File: src/hng_pkg.sv
`timescale 1ns / 1ps
`default_nettype none
package hng_pkg;

    localparam int DEF_MAX_COLS    = 1024;
    localparam int DEF_MAX_ROWS    = 4096;
    localparam int DEF_HEIGHT_BITS = 16;
    localparam int DEF_COL_W       = $clog2(DEF_MAX_COLS);
    localparam int DEF_ROW_W       = $clog2(DEF_MAX_ROWS);

    localparam int COLS_W     = 11;
    localparam int ROWS_W     = 13;
    localparam int CFG_DATA_W = 13;
    localparam int CFG_IDX_W  = 1;

    typedef enum logic [CFG_IDX_W-1:0] {
        REG_GRID_COLS = 1'b0,
        REG_GRID_ROWS = 1'b1
    } t_cfg_reg;

    localparam logic [COLS_W-1:0] COLS_RST = 11'd1024;
    localparam logic [ROWS_W-1:0] ROWS_RST = 13'd1024;

    localparam int TWO_Q88     = 512;
    localparam int FRAC_BITS   = 14;
    localparam int NRM_W       = FRAC_BITS + 1;
    localparam int NRM_S_W     = FRAC_BITS + 2;
    localparam int QUEUE_DEPTH = 4;

    typedef struct packed {
        logic [COLS_W-1:0] cols;
        logic [ROWS_W-1:0] rows;
    } t_grid_cfg;

endpackage
`default_nettype wire

File: src/hng_back.sv
`timescale 1ns / 1ps
`default_nettype none
module hng_back import hng_pkg::*; #(
    parameter int HEIGHT_BITS = DEF_HEIGHT_BITS,
    parameter int CW          = DEF_COL_W,
    parameter int RW          = DEF_ROW_W,
    parameter int JW          = 2 * (DEF_HEIGHT_BITS + 1) + DEF_COL_W + DEF_ROW_W + 1
) (
    input  wire logic              i_clk,
    input  wire logic              i_rst_n,
    input  wire logic [JW-1:0]     i_job,
    input  wire logic              i_empty,
    output logic                   o_pop,
    output logic                   o_valid,
    input  wire logic              i_stall,
    output logic signed [NRM_S_W-1:0] o_normal_x,
    output logic [NRM_W-1:0]       o_normal_y,
    output logic signed [NRM_S_W-1:0] o_normal_z,
    output logic [CW-1:0]          o_out_col,
    output logic [RW-1:0]          o_out_row,
    output logic                   o_last_of_run
);
    localparam int HB   = HEIGHT_BITS;
    localparam int DW   = HB + 1;
    localparam int SQW  = 2 * HB;
    localparam int SW   = ((SQW > 19) ? SQW : 19) + 2;
    localparam int TSH  = 2 * FRAC_BITS + 2;
    localparam int TW   = SW + TSH;
    localparam int PW   = SW + 2 * FRAC_BITS + 5;
    localparam int KW   = $clog2(TSH + 1);
    localparam int TWO2 = TWO_Q88 * TWO_Q88;

    typedef enum logic [2:0] {B_IDLE, B_SQ, B_SUM, B_ITER, B_OUT} t_state;

    t_state r_state;
    logic signed [DW-1:0] r_dx, r_dz;
    logic [CW-1:0]        r_col;
    logic [RW-1:0]        r_row;
    logic                 r_last;
    logic [SQW-1:0]       r_sqx, r_sqz;
    logic [SW-1:0]        r_s, s_next;
    logic signed [PW-1:0] r_p [3];
    logic signed [PW-1:0] r_q [3];
    logic [TW-1:0]        r_t [3];
    logic [NRM_W-1:0]     r_n [3];
    logic [KW-1:0]        r_k, sh_q, sh_s, sh_h;
    logic signed [PW-1:0] cand [3];
    logic signed [PW-1:0] s_ext;
    logic [2:0]           take;
    logic [DW-1:0]        ax, az;

    assign o_pop   = (r_state == B_IDLE) && !i_empty;
    assign o_valid = (r_state == B_OUT);

    assign ax     = r_dx[DW-1] ? DW'(-r_dx) : DW'(r_dx);
    assign az     = r_dz[DW-1] ? DW'(-r_dz) : DW'(r_dz);
    assign s_next = SW'(r_sqx) + SW'(r_sqz) + SW'(TWO2);
    assign s_ext  = $signed(PW'(r_s));
    assign sh_q   = r_k + KW'(2);
    assign sh_h   = r_k + KW'(1);
    assign sh_s   = (r_k << 1) + KW'(2);

    always_comb begin
        for (int i = 0; i < 3; i++) begin
            cand[i] = r_p[i] + (r_q[i] <<< sh_q) + (s_ext <<< sh_s);
            take[i] = (cand[i] <= $signed(PW'(r_t[i])));
        end
    end

    always_ff @(posedge i_clk) begin
        if (!i_rst_n) begin
            r_state <= B_IDLE;
        end else begin
            unique case (r_state)
                B_IDLE: begin
                    if (!i_empty) begin
                        r_dx    <= i_job[JW-1 -: DW];
                        r_dz    <= i_job[JW-DW-1 -: DW];
                        r_col   <= i_job[RW+CW:RW+1];
                        r_row   <= i_job[RW:1];
                        r_last  <= i_job[0];
                        r_state <= B_SQ;
                    end
                end
                B_SQ: begin
                    r_sqx   <= SQW'(ax[HB-1:0]) * SQW'(ax[HB-1:0]);
                    r_sqz   <= SQW'(az[HB-1:0]) * SQW'(az[HB-1:0]);
                    r_state <= B_SUM;
                end
                B_SUM: begin
                    r_s <= s_next;
                    for (int i = 0; i < 3; i++) begin
                        r_p[i] <= $signed(PW'(s_next));
                        r_q[i] <= -$signed(PW'(s_next));
                        r_n[i] <= '0;
                    end
                    r_t[0]  <= TW'(r_sqx) << TSH;
                    r_t[1]  <= TW'(TWO2) << TSH;
                    r_t[2]  <= TW'(r_sqz) << TSH;
                    r_k     <= KW'(FRAC_BITS);
                    r_state <= B_ITER;
                end
                B_ITER: begin
                    for (int i = 0; i < 3; i++) begin
                        if (take[i]) begin
                            r_p[i] <= cand[i];
                            r_q[i] <= r_q[i] + (s_ext <<< sh_h);
                            r_n[i] <= r_n[i] | (NRM_W'(1) << r_k);
                        end
                    end
                    if (r_k == '0) begin
                        r_state <= B_OUT;
                    end else begin
                        r_k <= r_k - KW'(1);
                    end
                end
                B_OUT: begin
                    if (!i_stall) begin
                        r_state <= B_IDLE;
                    end
                end
                default: r_state <= B_IDLE;
            endcase
        end
    end

    assign o_normal_x    = r_dx[DW-1] ? $signed({1'b0, r_n[0]}) : -$signed({1'b0, r_n[0]});
    assign o_normal_y    = r_n[1];
    assign o_normal_z    = r_dz[DW-1] ? $signed({1'b0, r_n[2]}) : -$signed({1'b0, r_n[2]});
    assign o_out_col     = r_col;
    assign o_out_row     = r_row;
    assign o_last_of_run = r_last;
endmodule
`default_nettype wire

File: config.mk
export PLATFORM = sky130hd
export DESIGN_NAME = hng_back
export DESIGN_NICKNAME = d
export VERILOG_FILES = /design/src/hng_pkg.sv /design/src/hng_back.sv
export SDC_FILE = /design/constraint.sdc
export NUM_CORES = 2
export LEC_CHECK = 0
export BUFFER_PORTS_ARGS = -buffer_cell sky130_fd_sc_hd__buf_4
export CAP_MARGIN = 20
export CORE_MARGIN = 10
export CORE_UTILIZATION = 57
export DETAILED_ROUTE_END_ITERATION = 8
export PLACE_DENSITY_LB_ADDON = 0.3
export SETUP_SLACK_MARGIN = 0.02
export SLEW_MARGIN = 20
export SYNTH_ARGS = -nofsm -noshare
export SYNTH_HDL_FRONTEND = slang
export SYNTH_SLANG_ARGS = --single-unit
File: constraint.sdc
create_clock -name i_clk -period 56.2 [get_ports i_clk]
set_input_delay 5.62 -clock i_clk [delete_from_list [all_inputs] [get_ports i_clk]]
set_output_delay 5.62 -clock i_clk [all_outputs]
set_load 0.03 [all_outputs]
After elaboration in Yosys (flattened, before gate mapping)
Memory sizes are Yosys's and may differ from the RTL's.
Index checks and enable logic that the tools add are counted.
Widths: inputs -> output; s select.

storage, ports and cells
  input bits = 61
  bits in registers = 163
  output and inout port bits = 72
  memories kept = 4
  bits in writable memories = 543
  word-level logic and storage cells = 110

operators by class
  $mul = 2
  equal/unequal tests = 8
  add/subtract/negate cells = 20
  magnitude comparators = 3
  multiplexer cells = 34
  bitwise operators = 13
  shift operators = 6
  reduce and logical (&&, ||, !) cells = 10

memory list
  name  words  width  rd ports  clocked after memory_dff  wr ports  RTL line        RTL
  r_p   3      67     3         0                         3         hng_back.sv:42  logic signed [PW-1:0] r_p [3];
  r_q   3      67     3         0                         3         hng_back.sv:43  logic signed [PW-1:0] r_q [3];
  r_t   3      32     3         0                         3         hng_back.sv:44  logic [TW-1:0] r_t [3];
  r_n   3      15     3         0                         3         hng_back.sv:45  logic [NRM_W-1:0] r_n [3];

operators with widths
  cell                    count
  $add 67x67->67          9
  $mux 67                 6
  $le 67x65->1            3
  $sshl 67x5->67          3
  $sshl 35x5->67          2
  $neg 34->67             1
  $mul 16x16->32          2
  $mux 16                 4
  $mux 15                 3
  $or 15x15->15           3
  $add 33x19->34 const B  1
  $add 32x32->33          1
  $neg 15->16             2
  $neg 16->16             2
  $mux 1                  15
  $pmux 3 s5              1
  $shl 1x5->15 const A    1
  $add 5x2->5 const B     2
  $pmux 5 s2              1
  $mux 3                  3
  $or 1x1->1              9
  $reduce_and 3->1        3
  $ne 2x2->1 const B      4
  $eq 3x2->1 const B      2
  12 further kinds        13

Depth between registers and ports, before layout
  depth in word-level cells = 10
  mapped depth = 53

Worst setup path after synthesis
OpenSTA, ideal clock, no wires.

  path kind = register to register
  start point = reg r_k[0]
  end point = mem r_n[0][0] (netlist name) (enable)
  buffers on the path = 13
  slack = 34150 ps
  arrival time = 21187 ps
  setup time = 863 ps
  stages on the path, launching flop included = 46
  cell sequence = edfxtp_1 > clkbuf_1 > clkbuf_1 > buf_1 > buf_2 > buf_1 > inv_1 > clkbuf_1 > buf_1 > buf_1 > ha_1 > clkbuf_1 > clkbuf_1 > buf_1 > clkbuf_1 > o21ai_0 > mux2i_1 > mux2i_1 > [10 not listed] > a31oi_1 > o21ai_0 > a21bo_2 > a41o_1 > a31oi_1 > xnor2_1 > ha_1 > a21o_1 > a21oi_1 > nor2b_1 > o21ai_0 > a21oi_1 > or4_1 > o2111ai_1 > nand2_1 > a21o_1 > o41a_1 > o21ai_0

RTL lines
  element                   RTL line         RTL
  start: declaration        hng_back.sv:46   logic [KW-1:0] r_k, sh_q, sh_s, sh_h;
  start signal: assignment  hng_back.sv:100  r_k <= KW'(FRAC_BITS);
  start signal: assignment  hng_back.sv:114  r_k <= r_k - KW'(1);
  end: declaration          hng_back.sv:45

==> results.tsv <==
stage	metric	value	unit
timing	tightest_slew	1249	ps
timing	fin_tns_setup	0	ps
cts	cts.sinks	670	
cts	cts_hold_buf	0	
timing	setup_slack	39760	ps
timing	fin_crit_sh	29.26	%
timing	setup_viol	0	
timing	min_period	16440	ps
global_routing	grt_overflow	0	
place	pre_cts_slack	40340	ps
place	port_buffers	132	
synth	synth_edf_count	667	
run	maxCapViolCount	0	
timing	grt_setup_unrepaired	no	
timing	hold_violations	0	
timing	finalClockSkew	41.25	ps
timing	whs	477.0	ps
synth	yosysMostFrequentCell	inv_1	
outcome	outcome	complete, no violations	
hold_path	hold_path.class	reg2reg	
global_routing	grt_max_degree	167	
global_routing	antenna_found_initial	22	
floorplanning	rows	141	
cts	worstSkewPairLatency	760	ps
synth	synth-seq-cells	670	
synth	netlist_area	85030	um^2
cts	cts_tree	yes	
cts	numCtsBuffers	87	
floorplanning	die_y	406.2	um
route	via_per_inst	6.573	
timing	fmax	60.82	MHz
setup_path	cp_max_fo	147	
setup_path	path_class	reg2reg	
cts	cts_resized	0	
cells_and_area	syn_to_final_growth	6.583	%
synth	synth_flop_cell	edfxtp_1	
synth	yosys.area.top_type_share	23.56	%
synth	ys_async_sr_fraction	0	%
place	place.gp.congestion	1.119	
route	vias	74570	
synth	syn_inst	9373	
route	drtAntennaViolNets	0	
route	drtPass1Iterations	7	
setup_path	crit_required	56700	ps
setup_path	arrival	16940	ps
global_routing	grt_first_pass_wirelength	464.5	mm
route	drt-total-wl	317.7	mm
timing	slew_violations	0	
cts	cts_root_buf	clkbuf_16	
synth	yosys.area.top_type	edfxtp_1	
synth	syn_area_per_cell	9.072	um^2
setup_path	critPathCaptureType	flip-flop	
cts	cts_max_path_buffers	3	
route	remaining_drc_errors	0	
synth	seq_area_frac_synth	23.63	%
floorplanning	die_w	406.2	um
synth	synthTopCellsByCount	1,054 x inv_1, 973 x nand2_1, 742 x nor2_1, 723 x ha_1, 667 x edfxtp_1	
setup_path	crit_slowest_cell	o21ai_0	
cts	path_clk_slew	60	ps
synth	postSynthNetCount	10680	
route	drt_iter0_drc	10410	
global_routing	grt_usage	37.47	%
cts	post_cts_buffers	0	
synth	synthTopCellsByArea	edfxtp_1 24%, fa_1 12%, ha_1 11%, mux2i_1 6.0%, inv_1 4.7%	
global_routing	grt_pass1_vias	71370	
route	wl_per_cell	28.01	um
setup_path	critPathLaunchType	flip-flop	
cells_and_area	finalNetCount	10640	
place	dp_hpwl	256.4	mm
timing	relSlewSlack	15.85	%
cells_and_area	drive_gt1_share	7.582	%
floorplanning	die-area	165000	um^2
synth	ys.warnings.count	0	
floorplanning	core_area	148000	um^2
floorplanning	pin_count	133	
floorplanning	start_util	57.45	%
setup_path	max_stage_delay	930	ps
synth	ys_types	98	
cts	htreeDepth	3	
## kinds of logic after synthesis
logic type | Yosys count | synth area share [%]
compound gates | 2083 | 15.64
other cells | 1 | 0.004410
flops | 670 | 23.63
simple gates | 2623 | 14.05
xor+xnor | 551 | 5.675
fa+ha+maj | 1249 | 23.02
buf+inv | 1469 | 7.087
mux | 727 | 10.89
## area by class of cell
| cell class | count | area, um^2 |
|---|---|---|
| antenna | 10 | 25.02 |
| clock buffer | 102 | 2255 |
| clock inverter | 59 | 568.0 |
| fill | 12670 | 57390 |
| inverter | 1069 | 4018 |
| multi-input combinational | 7234 | 59190 |
| sequential | 670 | 20090 |
| tap | 1930 | 2415 |
| timing repair buffer | 270 | 2072 |
## routing by layer
metal,vias to the layer above,wire length (um),global-route usage [%]
li1,32800,-,-
met1,36080,123400,49.18
met2,4714,134700,55.92
met3,944,38450,11.15
met4,20,20980,19.22
met5,-,192,0.3215
## path summary, 6_finish.rpt
kind | startpoint | endpoint | slack (ps) | cells after the start
worst max-delay path | r_k[1] | r_q[0][67] | 39760 | 42
worst min-delay path | r_sqx[12] | r_t[0][12] | 480 | 0
worst max register to register | r_k[1] | r_q[0][67] | 39760 | 42
worst min register to register | r_sqx[12] | r_t[0][12] | 480 | 0
## stage by stage
step	cell area, um^2	instances	util [%]
2_1_floorplan	85030	9373	-
3_3_place_gp	87740	11170	59.28
3_5_place_dp	87760	11170	59.29
4_1_cts	90580	11330	61.19
5_1_grt	90600	11330	61.21
6_report	90630	11340	61.23
## cells in the final DEF, fill, tap and decap left out, types with 13 or more instances in the layout
cell / instances
o31ai_1: 42
o21ai_0: 448
o211ai_1: 84
nand2_1: 972
a221oi_1: 15
clkbuf_1: 14
a21oi_1: 578
o21bai_1: 99
clkbuf_16: 88
nand4_1: 89
a21boi_0: 27
xor2_1: 222
a31oi_1: 84
inv_1: 1051
nor4_1: 32
mux4_2: 152
or3_1: 23
fa_1: 526
nand3_1: 148
clkinv_1: 35
or2_2: 36
a211oi_1: 56
mux2i_1: 507
mux2_2: 67
nor2_1: 741
a311o_1: 16
ha_1: 720
o22ai_1: 21
xnor2_1: 319
nor3_1: 110
o21a_1: 100
nand2b_1: 95
buf_4: 264
a21o_1: 326
edfxtp_1: 667
and4_1: 22
a2111oi_0: 13
and2_1: 125
and3_1: 76
nor2b_1: 96
## state kept, by name, summed over array words and instances (netlist names), 3 cells and up
name       cells
r_s           34
r_state        3
r_t           62
o_out_col     10
r_dx          17
r_q          201
r_p          201
r_dz          17
r_n           45
r_sqz         31
r_sqx         31
r_k            5
o_out_row     12
## critical path: cells and delay by family (launching register included)
kind	cells	cell delay, ps
muxes	2	670
xor gates and xnor gates	1	160
buffers and inverters	7	3780
AOI/OAI and AO/OA	16	5540
and+or+nand+nor	12	3410
DFF	1	380
adders and majority gates	4	1760
Power is not shown: default switching activity piles up to over one toggle a cycle in this logic, so the estimate is an artifact.
