**src/hng_queue.sv**
```systemverilog
`timescale 1ns / 1ps
`default_nettype none
module hng_queue #(
    parameter int WIDTH = 8,
    parameter int DEPTH = 4
) (
    input  wire logic             i_clk,
    input  wire logic             i_rst_n,
    input  wire logic             i_push,
    input  wire logic [WIDTH-1:0] i_data,
    output logic                  o_full,
    input  wire logic             i_pop,
    output logic [WIDTH-1:0]      o_data,
    output logic                  o_empty
);
    localparam int AW = (DEPTH > 1) ? $clog2(DEPTH) : 1;
    localparam int NW = $clog2(DEPTH + 1);

    logic [WIDTH-1:0] r_mem [DEPTH];
    logic [AW-1:0]    r_wr_ptr;
    logic [AW-1:0]    r_rd_ptr;
    logic [NW-1:0]    r_count;

    assign o_full  = (32'(r_count) == 32'(DEPTH));
    assign o_empty = (r_count == '0);
    assign o_data  = r_mem[r_rd_ptr];

    always_ff @(posedge i_clk) begin
        if (i_push) begin
            r_mem[r_wr_ptr] <= i_data;
        end
    end

    always_ff @(posedge i_clk) begin
        if (!i_rst_n) begin
            r_wr_ptr <= '0;
            r_rd_ptr <= '0;
            r_count  <= '0;
        end else begin
            if (i_push) begin
                r_wr_ptr <= (32'(r_wr_ptr) == 32'(DEPTH - 1)) ? '0 : r_wr_ptr + AW'(1);
            end
            if (i_pop) begin
                r_rd_ptr <= (32'(r_rd_ptr) == 32'(DEPTH - 1)) ? '0 : r_rd_ptr + AW'(1);
            end
            if (i_push && !i_pop) begin
                r_count <= r_count + NW'(1);
            end else if (i_pop && !i_push) begin
                r_count <= r_count - NW'(1);
            end
        end
    end
endmodule
`default_nettype wire

```
**config.mk**
```make
export PLATFORM = sky130hd
export DESIGN_NAME = hng_queue
export DESIGN_NICKNAME = d
export VERILOG_FILES = /design/src/hng_queue.sv
export SDC_FILE = /design/constraint.sdc
export NUM_CORES = 1
export LEC_CHECK = 0
export ABC_CLOCK_PERIOD_IN_PS = 1600
export BUFFER_PORTS_ARGS = -buffer_cell sky130_fd_sc_hd__buf_2
export CAP_MARGIN = 40
export CORE_UTILIZATION = 58
export CTS_BUF_LIST = sky130_fd_sc_hd__clkbuf_4 sky130_fd_sc_hd__clkbuf_8
export DETAILED_ROUTE_END_ITERATION = 10
export MAX_ROUTING_LAYER = met4
export PLACE_DENSITY = 0.8
export SYNTH_ARGS = -nofsm -noshare
export SYNTH_HDL_FRONTEND = slang
export SYNTH_SLANG_ARGS = --single-unit
```
**constraint.sdc**
```tcl
create_clock -name i_clk -period 1.6 [get_ports i_clk]
set_input_delay 0.08 -clock i_clk [delete_from_list [all_inputs] [get_ports i_clk]]
set_output_delay 0.08 -clock i_clk [all_outputs]
set_load 0.1 [all_outputs]
```
Word-level counts from Yosys, hierarchy flattened --
Memory sizes are Yosys's and may differ from the RTL's. A register that Yosys moved wholly into a read port is not among the register bits. Index checks and enable logic that the tools add are counted.
Storage, ports and cells: output and inout port bits 10, memories 1, register bits 7, memory bits (writable) 32
Cells by class: muxes and demuxes 8, eq/ne operators 3, $add $sub $neg 4, reductions and logical operators 6
Memory list:
- r_mem | depth 4, width 8, rd ports 1, clocked after memory_dff 1, write ports 1, RTL line 19 | logic [WIDTH-1:0] r_mem [DEPTH];
Operators by type and width (number):
- $mux 2 | 4
- $mux 3 | 2
- $add 2x1->2 const B | 2
- $eq 2x2->1 const B | 2
- $add 3x1->3 const B | 1
- $eq 3x3->1 const B | 1
- $logic_not 3->1 | 1
- $sub 3x1->3 const B | 1
- $logic_and 1x1->1 | 2
- $logic_not 1->1 | 2
- $mux 1 | 2
- $reduce_bool 2->1 | 1

Depth between registers and ports, before layout --
Gate-level depths: netlist (run 1).
depth after elaboration 4, depth in mapped cells 7, gate-level depth less buffers 7

Worst setup path before layout (run 1) --
No wires, ideal clock.
kind flip-flop to output port, start point register r_count[0], end point output port o_full, path buffers 0, required time 1.520 ns, cell stages (with the launch flop) 2, setup slack -1.033 ns, data arrival time 2.553 ns, cells stage by stage dfxtp_1 -> nor3b_1
On the way: word-level cells in the longest chain between the ends 1
RTL lines:
- start: declaration | RTL line 22 | logic [NW-1:0] r_count;
- start signal: assignment | RTL line 47 | r_count <= r_count + NW'(1);
- start signal: assignment | RTL line 49 | r_count <= r_count - NW'(1);
- $eq 3x3->1 | RTL line 24 | assign o_full = (32'(r_count) == 32'(DEPTH));
- end: declaration | RTL line 11 | output logic o_full,
No other way between the ends.

==> flow_metrics.tcl, run 1 <==
set metrics [dict create \
    synthArstFlopShare 0 \
    swShare 0.310 \
    hp-class "primary input to register" \
    vias_per_cell 5.49 \
    yosysSeqAreaShare 0.706 \
    path_class "register to output pin" \
    multi_input_area_um2 453 \
    worstHoldPathCells 2 \
    ys_warn_count 0 \
    wl_per_cell_um 16.9 \
    synth.most_common_cell "edfxtp_1" \
    ys_seq_elements 41 \
    start_kind "register" \
    worst_pin_slew_ns 0.484 \
    internal_power_mw 1.72 \
    cts_buffer_depth 2 \
    rows 18 \
    syn-num-nets 105 \
    synth_commonest_cells "edfxtp_1 (32), dfxtp_1 (9), mux4_2 (8)" \
    grt.overflow.total 0 \
    antenna_cells 0 \
    grt_setup_unrepaired "true" \
    syn_area_um2 1620 \
    power_frac_comb 0.239 \
    max_freq_mhz 615 \
    cts_tree "yes" \
    grt_pass1_wl_um 4100 \
    postSynthAreaPerCell_um2 18.8 \
    crit_required_ns 1.52 \
    post-route-min-period_ns 1.63 \
    finalSetupTns_ns -0.0948 \
    ir_worst_vdd_mv 0.983 \
    synth_top_area_share 0.595 \
    dieArea_um2 3000 \
    clkSinkCount 41 \
    start_util 0.635 \
    reg2reg_slack_ns 0.07 \
    relSlewSlack 0.680 \
    antenna_found_initial 0 \
    dp_hpwl_um 1680 \
    ys_types 20 \
    hold_viol 0 \
    r2r-start "r_count[1]" \
    drt_iter0_markers 19 \
    cp.arrival_ns 1.55 \
    yosys-top-cells-area "edfxtp_1 (59%), dfxtp_1 (11%), mux4_2 (11%)" \
    switchingPower_mw 0.775 \
    status "finished with violations" \
    path_max_fanout 8 \
    track_usage 0.224 \
    antenna_left 0 \
    drc_errors 0 \
    grt_max_degree 14 \
    ioPinCount 22 \
    max_cap_viol_count 0 \
    num_vias 840 \
    holdWs_ns 0.0277 \
    maxSlewViolCount 0 \
    finalClockSkew_ns 0.0136 \
    hp-start "i_rst_n" \
    die_w_um 54.8 \
    cts_buffers 5 \
    ff_latch_area_um2 1140 \
    fin_nets 141 \
    netlist.top_cell.by_area "edfxtp_1" \
    worstReg2RegEnd "r_count[2]" \
    fp.dieH_um 54.8 \
    setup_viol 8 \
    fillers 154 \
    coreArea_um2 2540 \
    numPortBuffers 21 \
    fin_ws_ns -0.0250 \
    grt_pass1_vias 874 \
    min_period_over_period 1.02 \
    drtPass1Iterations 4 \
    violations "negative setup slack" \
    p_per_area_nw_per_um2 1250 \
    worstSetupEndpointType "output pin" \
    htree_num_levels 2 \
    clkTransAtPathRegs_ns 0.11 \
    clock_latency_ns 0.35 \
    holdPathEnd "r_count[0]" \
    wl_um 2590 \
    area_growth_pct 23.5 \
    post-cts-setup-buffers 0 \
    drive_gt1_frac 0.341 \
    syn_inst 86 \
    synth_edf_count 32 \
    synth_ff_type "edfxtp_1" \
    pwr-share-clk 0.258 \
    cts-root-buf "clkbuf_4" \
    globalplace.congestion 0.696 \
    p_leak_nw 0.741 \
    r2r_cells 4 \
    power_frac_seq 0.503 \
]
[critical path: stages (launching register included)]
cell and delay [ns]:
dfxtp_2 0.35, buf_12 0.13, mux4_2 0.53, buf_8 0.19
[cells in the final DEF (no fill, tap or decap), drive strengths merged, types with 2 or more instances in the layout]
master | netlist | final
clkbuf | 1 | 5
mux4 | 8 | 8
nor2b | 5 | 5
ha | 6 | 6
mux2i | 4 | 4
buf | 1 | 23
inv | 4 | 4
dlygate4sd3 | 0 | 8
nor3 | 2 | 2
edfxtp | 32 | 32
and2 | 5 | 5
dfxtp | 9 | 9
[area by class of cell]
cell class	count	area share
Multi-Input combinational cell	39	0.227
Clock inverter	3	0.0207
Clock buffer	5	0.0188
Sequential cell	41	0.573
Timing Repair Buffer	31	0.134
Tap cell	30	0.0188
Inverter	4	0.00753
[state kept, by name, indices dropped and copies added, names as in the netlist, named ones only]
signal and count:
r_wr_ptr 2, r_mem 32, r_count 3, r_rd_ptr 2
[per-layer routing]
metal  routed length [um]  track usage  up-vias
met4                   44       0.0897        0
met1                 1060        0.251      417
met5                    0            -        -
li1                     -            -      396
met2                 1400        0.380       20
met3                   88       0.0583        7
[power by group through the flow]
| stage | Sequential (mW) | Combinational (mW) | Clock (mW) |
|---|---|---|---|
| floorplan | 1.26 | 0.448 | 0 |
| global placement | 1.27 | 0.523 | 0 |
| detailed placement | 1.28 | 0.532 | 0 |
| CTS | 1.26 | 0.596 | 0.656 |
| global route | 1.27 | 0.633 | 0.694 |
| finish | 1.26 | 0.596 | 0.646 |
[per-stage QoR]
step | util | instances | worst slack, ns | area [um2] | power (mW)
2_1_floorplan | - | 86 | -0.0586 | 1630 | 1.71
3_3_place_gp | 0.699 | 137 | 0.0894 | 1780 | 1.80
3_5_place_dp | 0.699 | 137 | 0.0298 | 1780 | 1.81
4_1_cts | 0.783 | 153 | -0.0469 | 1990 | 2.51
5_1_grt | 0.784 | 153 | -0.0879 | 1990 | 2.59
6_report | 0.784 | 153 | -0.0250 | 1990 | 2.50
[cells by family (layout without fill, tap and decap cells)]
family                   count (synthesis)  after routing  synth area share
multiplexers                            12             12             0.136
AND/OR/NAND/NOR                         15             15            0.0558
AO/OA/AOI/OAI                            3              3            0.0124
adder cells (fa/ha/maj)                  7              7            0.0589
flip-flops                              41             41             0.706
XOR/XNOR                                 2              2            0.0108
buffers and inverters                    6             43            0.0194
[what timing repair did]
item	4_1_cts	5_1_grt
hold buffers	8	0
setup endpoints to repair	8	9
gates resized for setup	18	1
endpoints found under the hold margin	32	0
[worst max path at each step]
| stage | from | end | slack [ns] | cells past startpoint |
|---|---|---|---|---|
| final | register | o_data[0] | -0.03 | 3 |
| after global routing | register | o_data[0] | -0.09 | 3 |
| after detailed placement | i_pop | r_count[2] | 0.03 | 8 |
| after floorplan | r_count[1] | o_full | -0.06 | 1 |
| after CTS | register | o_data[0] | -0.05 | 3 |
| after global placement | i_pop | r_count[2] | 0.09 | 8 |
Note: power is estimated with default switching activity, not from simulation.
==> run 2: changes to the inputs <==
Settings changed: ABC_CLOCK_PERIOD_IN_PS 1600 to 1950, CORE_UTILIZATION 58 to 60, PLACE_DENSITY 0.8 to 0.83.
Clock period 1.6 ns to 1.95 ns, I/O delays scaled along.
==> flow_metrics.tcl, run 2 (synthesis gave the netlist of run 1 again) <==
set metrics [dict create \
    wl_per_cell_um 16.0 \
    antenna_found_initial 0 \
    p_leak_nw 0.714 \
    power_frac_comb 0.235 \
    dp_hpwl_um 1660 \
    fp.dieH_um 53.9 \
    worst_pin_slew_ns 0.489 \
    final_cell_mix "edfxtp_1 (32), buf_2 (21), dfxtp_1 (9), mux4_2 (8), dlygate4sd3_1 (8)" \
    clkTransAtPathRegs_ns 0.10 \
    grt_setup_unrepaired "false" \
    clkSinkCount 41 \
    fin_total_pwr_mw 1.88 \
    worstHoldPathCells 2 \
    hp-class "primary input to register" \
    cp.arrival_ns 1.63 \
    setup_viol 0 \
    cts_buffers 5 \
    start_util 0.646 \
    num_vias 851 \
    area_growth_pct 17.8 \
    finalSetupTns_ns 0 \
    crit_required_ns 1.85 \
    drt_iter0_markers 11 \
    holdWs_ns 0.0574 \
    ir_worst_vdd_mv 0.802 \
    drtPass1Iterations 4 \
    p_per_area_nw_per_um2 988 \
    switchingPower_mw 0.603 \
    fin_nets 141 \
    internal_power_mw 1.28 \
    power_frac_seq 0.546 \
    finalClockSkew_ns 0.00620 \
    dieArea_um2 2900 \
    largest_register_ffs 32 \
    final_core_util 0.761 \
    placed_cells 137 \
    max_freq_mhz 577 \
    ioPinCount 22 \
    worstSetupEndpointType "output pin" \
    antenna_left 0 \
    grt.overflow.total 0 \
    drc_errors 0 \
    cts_buffer_depth 2 \
    die_w_um 53.9 \
    grtUsageMet1 0.241 \
    maxSlewViolCount 0 \
    multi_input_area_um2 453 \
    swShare 0.321 \
    globalplace.congestion 0.655 \
    numPortBuffers 21 \
    fin_cells 153 \
    grt_pass1_vias 871 \
    layout_commonest_cell "edfxtp_1" \
    cts-root-buf "clkbuf_4" \
    path_max_fanout 4 \
    cts_tree "yes" \
    path_class "register to output pin" \
    grt_max_degree 13 \
    fillers 151 \
    htree_num_levels 2 \
    ff_latch_area_um2 1140 \
    hold_viol 0 \
    min_period_over_period 0.888 \
    top_register "r_mem" \
    grt_pass1_wl_um 3850 \
    met2_usage 0.333 \
    top_regs "r_mem x32, r_count x3" \
    pwr-share-clk 0.219 \
    max_cap_viol_count 0 \
    drive_gt1_frac 0.325 \
    post-route-min-period_ns 1.73 \
    antenna_cells 0 \
    coreArea_um2 2500 \
    rows 18 \
    start_kind "register" \
    use_met3 0.0876 \
    relSlewSlack 0.676 \
    wl_um 2450 \
    cts_resized 0 \
    track_usage 0.216 \
    clock_latency_ns 0.34 \
    busiest_layer "met2" \
    status "complete, no violations" \
    r2r_cells 4 \
    vias_per_cell 5.56 \
]
-- run 2: through the flow --
step                      setup slack [ns]  area (um2)
after global routing                 0.138        1900
after detailed placement             0.353        1770
after floorplan                      0.274        1630
final                                0.218        1900
after global placement               0.441        1770
after CTS                            0.183        1900
-- run 2: power groups by stage --
stage	registers, mW	clock network, mW	logic [mW]
2_1_floorplan	1.04	0	0.367
3_3_place_gp	1.04	0	0.422
3_5_place_dp	1.05	0	0.432
4_1_cts	1.03	0.425	0.445
5_1_grt	1.03	0.456	0.466
6_report	1.03	0.411	0.442
-- run 2: per-layer routing --
layer	vias up	wire, um	part of all wire
li1	402	-	-
met1	420	1020	0.42
met3	6	141	0.058
met4	0	48	0.020
met2	23	1230	0.50
met5	-	0	0
-- run 2: worst paths after layout --
path | from | endpoint | slack [ns]
max reg2reg | r_count[0] | r_count[2] | 0.44
max | register | o_data[7] | 0.22
min reg2reg | r_count[2] | r_count[2] | 0.57
min | i_rst_n | r_count[0] | 0.06
-- run 2: final cells by class --
| type | instances | area share |
|---|---|---|
| Tap cell | 30 | 0.0197 |
| Clock buffer | 7 | 0.0276 |
| Multi-Input combinational cell | 39 | 0.238 |
| Timing Repair Buffer | 31 | 0.105 |
| Inverter | 4 | 0.00789 |
| Clock inverter | 1 | 0.00197 |
| Sequential cell | 41 | 0.600 |
-- run 2: what timing repair did --
action	in CTS	in global routing
hold buffers	8	0
buffers inserted	0	0
hold endpoints to repair	32	0
-- run 2: worst max-delay path, cell delays in order, from the launching register on --
cell	delay (ns)
dfxtp_1	0.34
buf_4	0.15
mux4_2	0.50
buf_2	0.31
==> run 3: changes to the inputs <==
Settings changed: CORE_MARGIN set to 8.
==> flow_metrics.tcl, run 3 (synthesis gave the netlist of run 1 again) <==
set metrics [dict create \
    coreArea_um2 2660 \
    numPortBuffers 21 \
    fp.dieH_um 67.9 \
    fin_nets 140 \
    setup_viol 0 \
    crit_required_ns 1.85 \
    dp_hpwl_um 1840 \
    grt_pass1_vias 887 \
    drtPass1Iterations 4 \
    worst_pin_slew_ns 0.488 \
    r2r_cells 4 \
    num_vias 830 \
    final_cell_mix "edfxtp_1 (32), buf_2 (21), dfxtp_1 (9)" \
    routed.top_layer "met4" \
    ir_worst_vdd_mv 0.780 \
    fin_total_pwr_mw 1.90 \
    clkSinkCount 41 \
    largest_register_ffs 32 \
    post-route-min-period_ns 1.79 \
    drt_iter0_markers 21 \
    die_w_um 67.9 \
    pre_cts_slack_ns 0.335 \
    r2r-start "r_count[0]" \
    grt_pass1_wl_um 4150 \
    grt.overflow.total 0 \
    worstSetupEndpointType "output pin" \
    htree_num_levels 2 \
    path_max_fanout 8 \
    ioPinCount 22 \
    finalSetupTns_ns 0 \
    cts_buffers 5 \
    dieArea_um2 4610 \
    hold_viol 0 \
    antenna_found_initial 0 \
    area_growth_pct 17.7 \
    holdPathEnd "r_count[0]" \
    globalplace.congestion 0.715 \
    worstHoldPathCells 2 \
    min_period_over_period 0.917 \
    antenna_left 0 \
    cp.arrival_ns 1.69 \
    max_freq_mhz 559 \
    p_leak_nw 0.712 \
    maxSlewViolCount 0 \
    hp-class "primary input to register" \
    clkTransAtPathRegs_ns 0.10 \
    met2_length_um 1370 \
    top_regs "r_mem x32, r_count x3" \
    start_util 0.607 \
    hp-start "i_rst_n" \
    wl_um 2650 \
    cts_tree "yes" \
    drt-met1-wl_um 1030 \
    max_cap_viol_count 0 \
    track_usage 0.135 \
    cts_resized 0 \
    layout_commonest_cell "edfxtp_1" \
    worstReg2RegEnd "r_count[2]" \
    fin_ws_ns 0.162 \
    rows 19 \
    antenna_cells 0 \
    relSlewSlack 0.677 \
    cts_buffer_depth 2 \
    path_class "register to output pin" \
    wl_met3_um 167 \
    start_kind "register" \
    reg2reg_slack_ns 0.42 \
    cts-root-buf "clkbuf_4" \
    fillers 194 \
    finalClockSkew_ns 0.00931 \
    wl_per_cell_um 17.3 \
    drc_errors 0 \
    clock_latency_ns 0.34 \
    p_per_area_nw_per_um2 998 \
    grt_max_degree 12 \
    status "complete, no violations" \
    top_register "r_mem" \
    grt_setup_unrepaired "false" \
    drive_gt1_frac 0.328 \
    vias_per_cell 5.42 \
]
==> run 3: final cells by class <==
cell class / count / area, um2 / area share
tap: 31 / 38.8 / 0.0204
inverter: 4 / 15.0 / 0.00790
timing repair buffer: 30 / 193 / 0.101
multi-input combinational: 39 / 453 / 0.238
sequential: 41 / 1140 / 0.600
clock buffer: 8 / 60.1 / 0.0316
==> run 3: critical path, cell delays in order (launching register included) <==
cell and delay, ns:
dfxtp_1 0.32, buf_4 0.20, mux4_2 0.53, buf_2 0.31
==> run 3: where the power goes <==
group	switching (mW)	internal, mW
Clock	0.240	0.186
Sequential	0.0345	0.993
Combinational	0.327	0.117
Total	0.601	1.30
==> run 3: how the worst max path moves through the flow <==
stage	to	from	depth (start not counted)	slack, ns
after floorplan	o_full	r_count[1]	1	0.27
after global placement	r_count[2]	i_pop	8	0.43
after detailed placement	r_count[2]	i_pop	8	0.34
after CTS	o_data[3]	register	3	0.12
after global routing	o_data[6]	register	3	0.07
final	o_data[3]	register	3	0.16
==> run 3: repair_timing <==
item | 4_1_cts | 5_1_grt
hold buffers | 8 | 0
endpoints found under the hold margin | 32 | 0
buffers inserted | 0 | 0
==> run 3: metal layers <==
metal  up-vias  track usage
met3         8       0.0556
met1       408        0.132
met4         0       0.0716
met5         -            -
li1        395            -
met2        19        0.225
==> run 3: stage by stage <==
stage               hold WS (ns)  instance area, um2  utilization  cells
detailed placement         0.321                1760        0.661    137
finish                    0.0546                1900        0.714    153
floorplan                  0.196                1630            -     86
CTS                       0.0350                1900        0.714    153
global placement           0.308                1760        0.661    137
global route              0.0379                1900        0.714    153
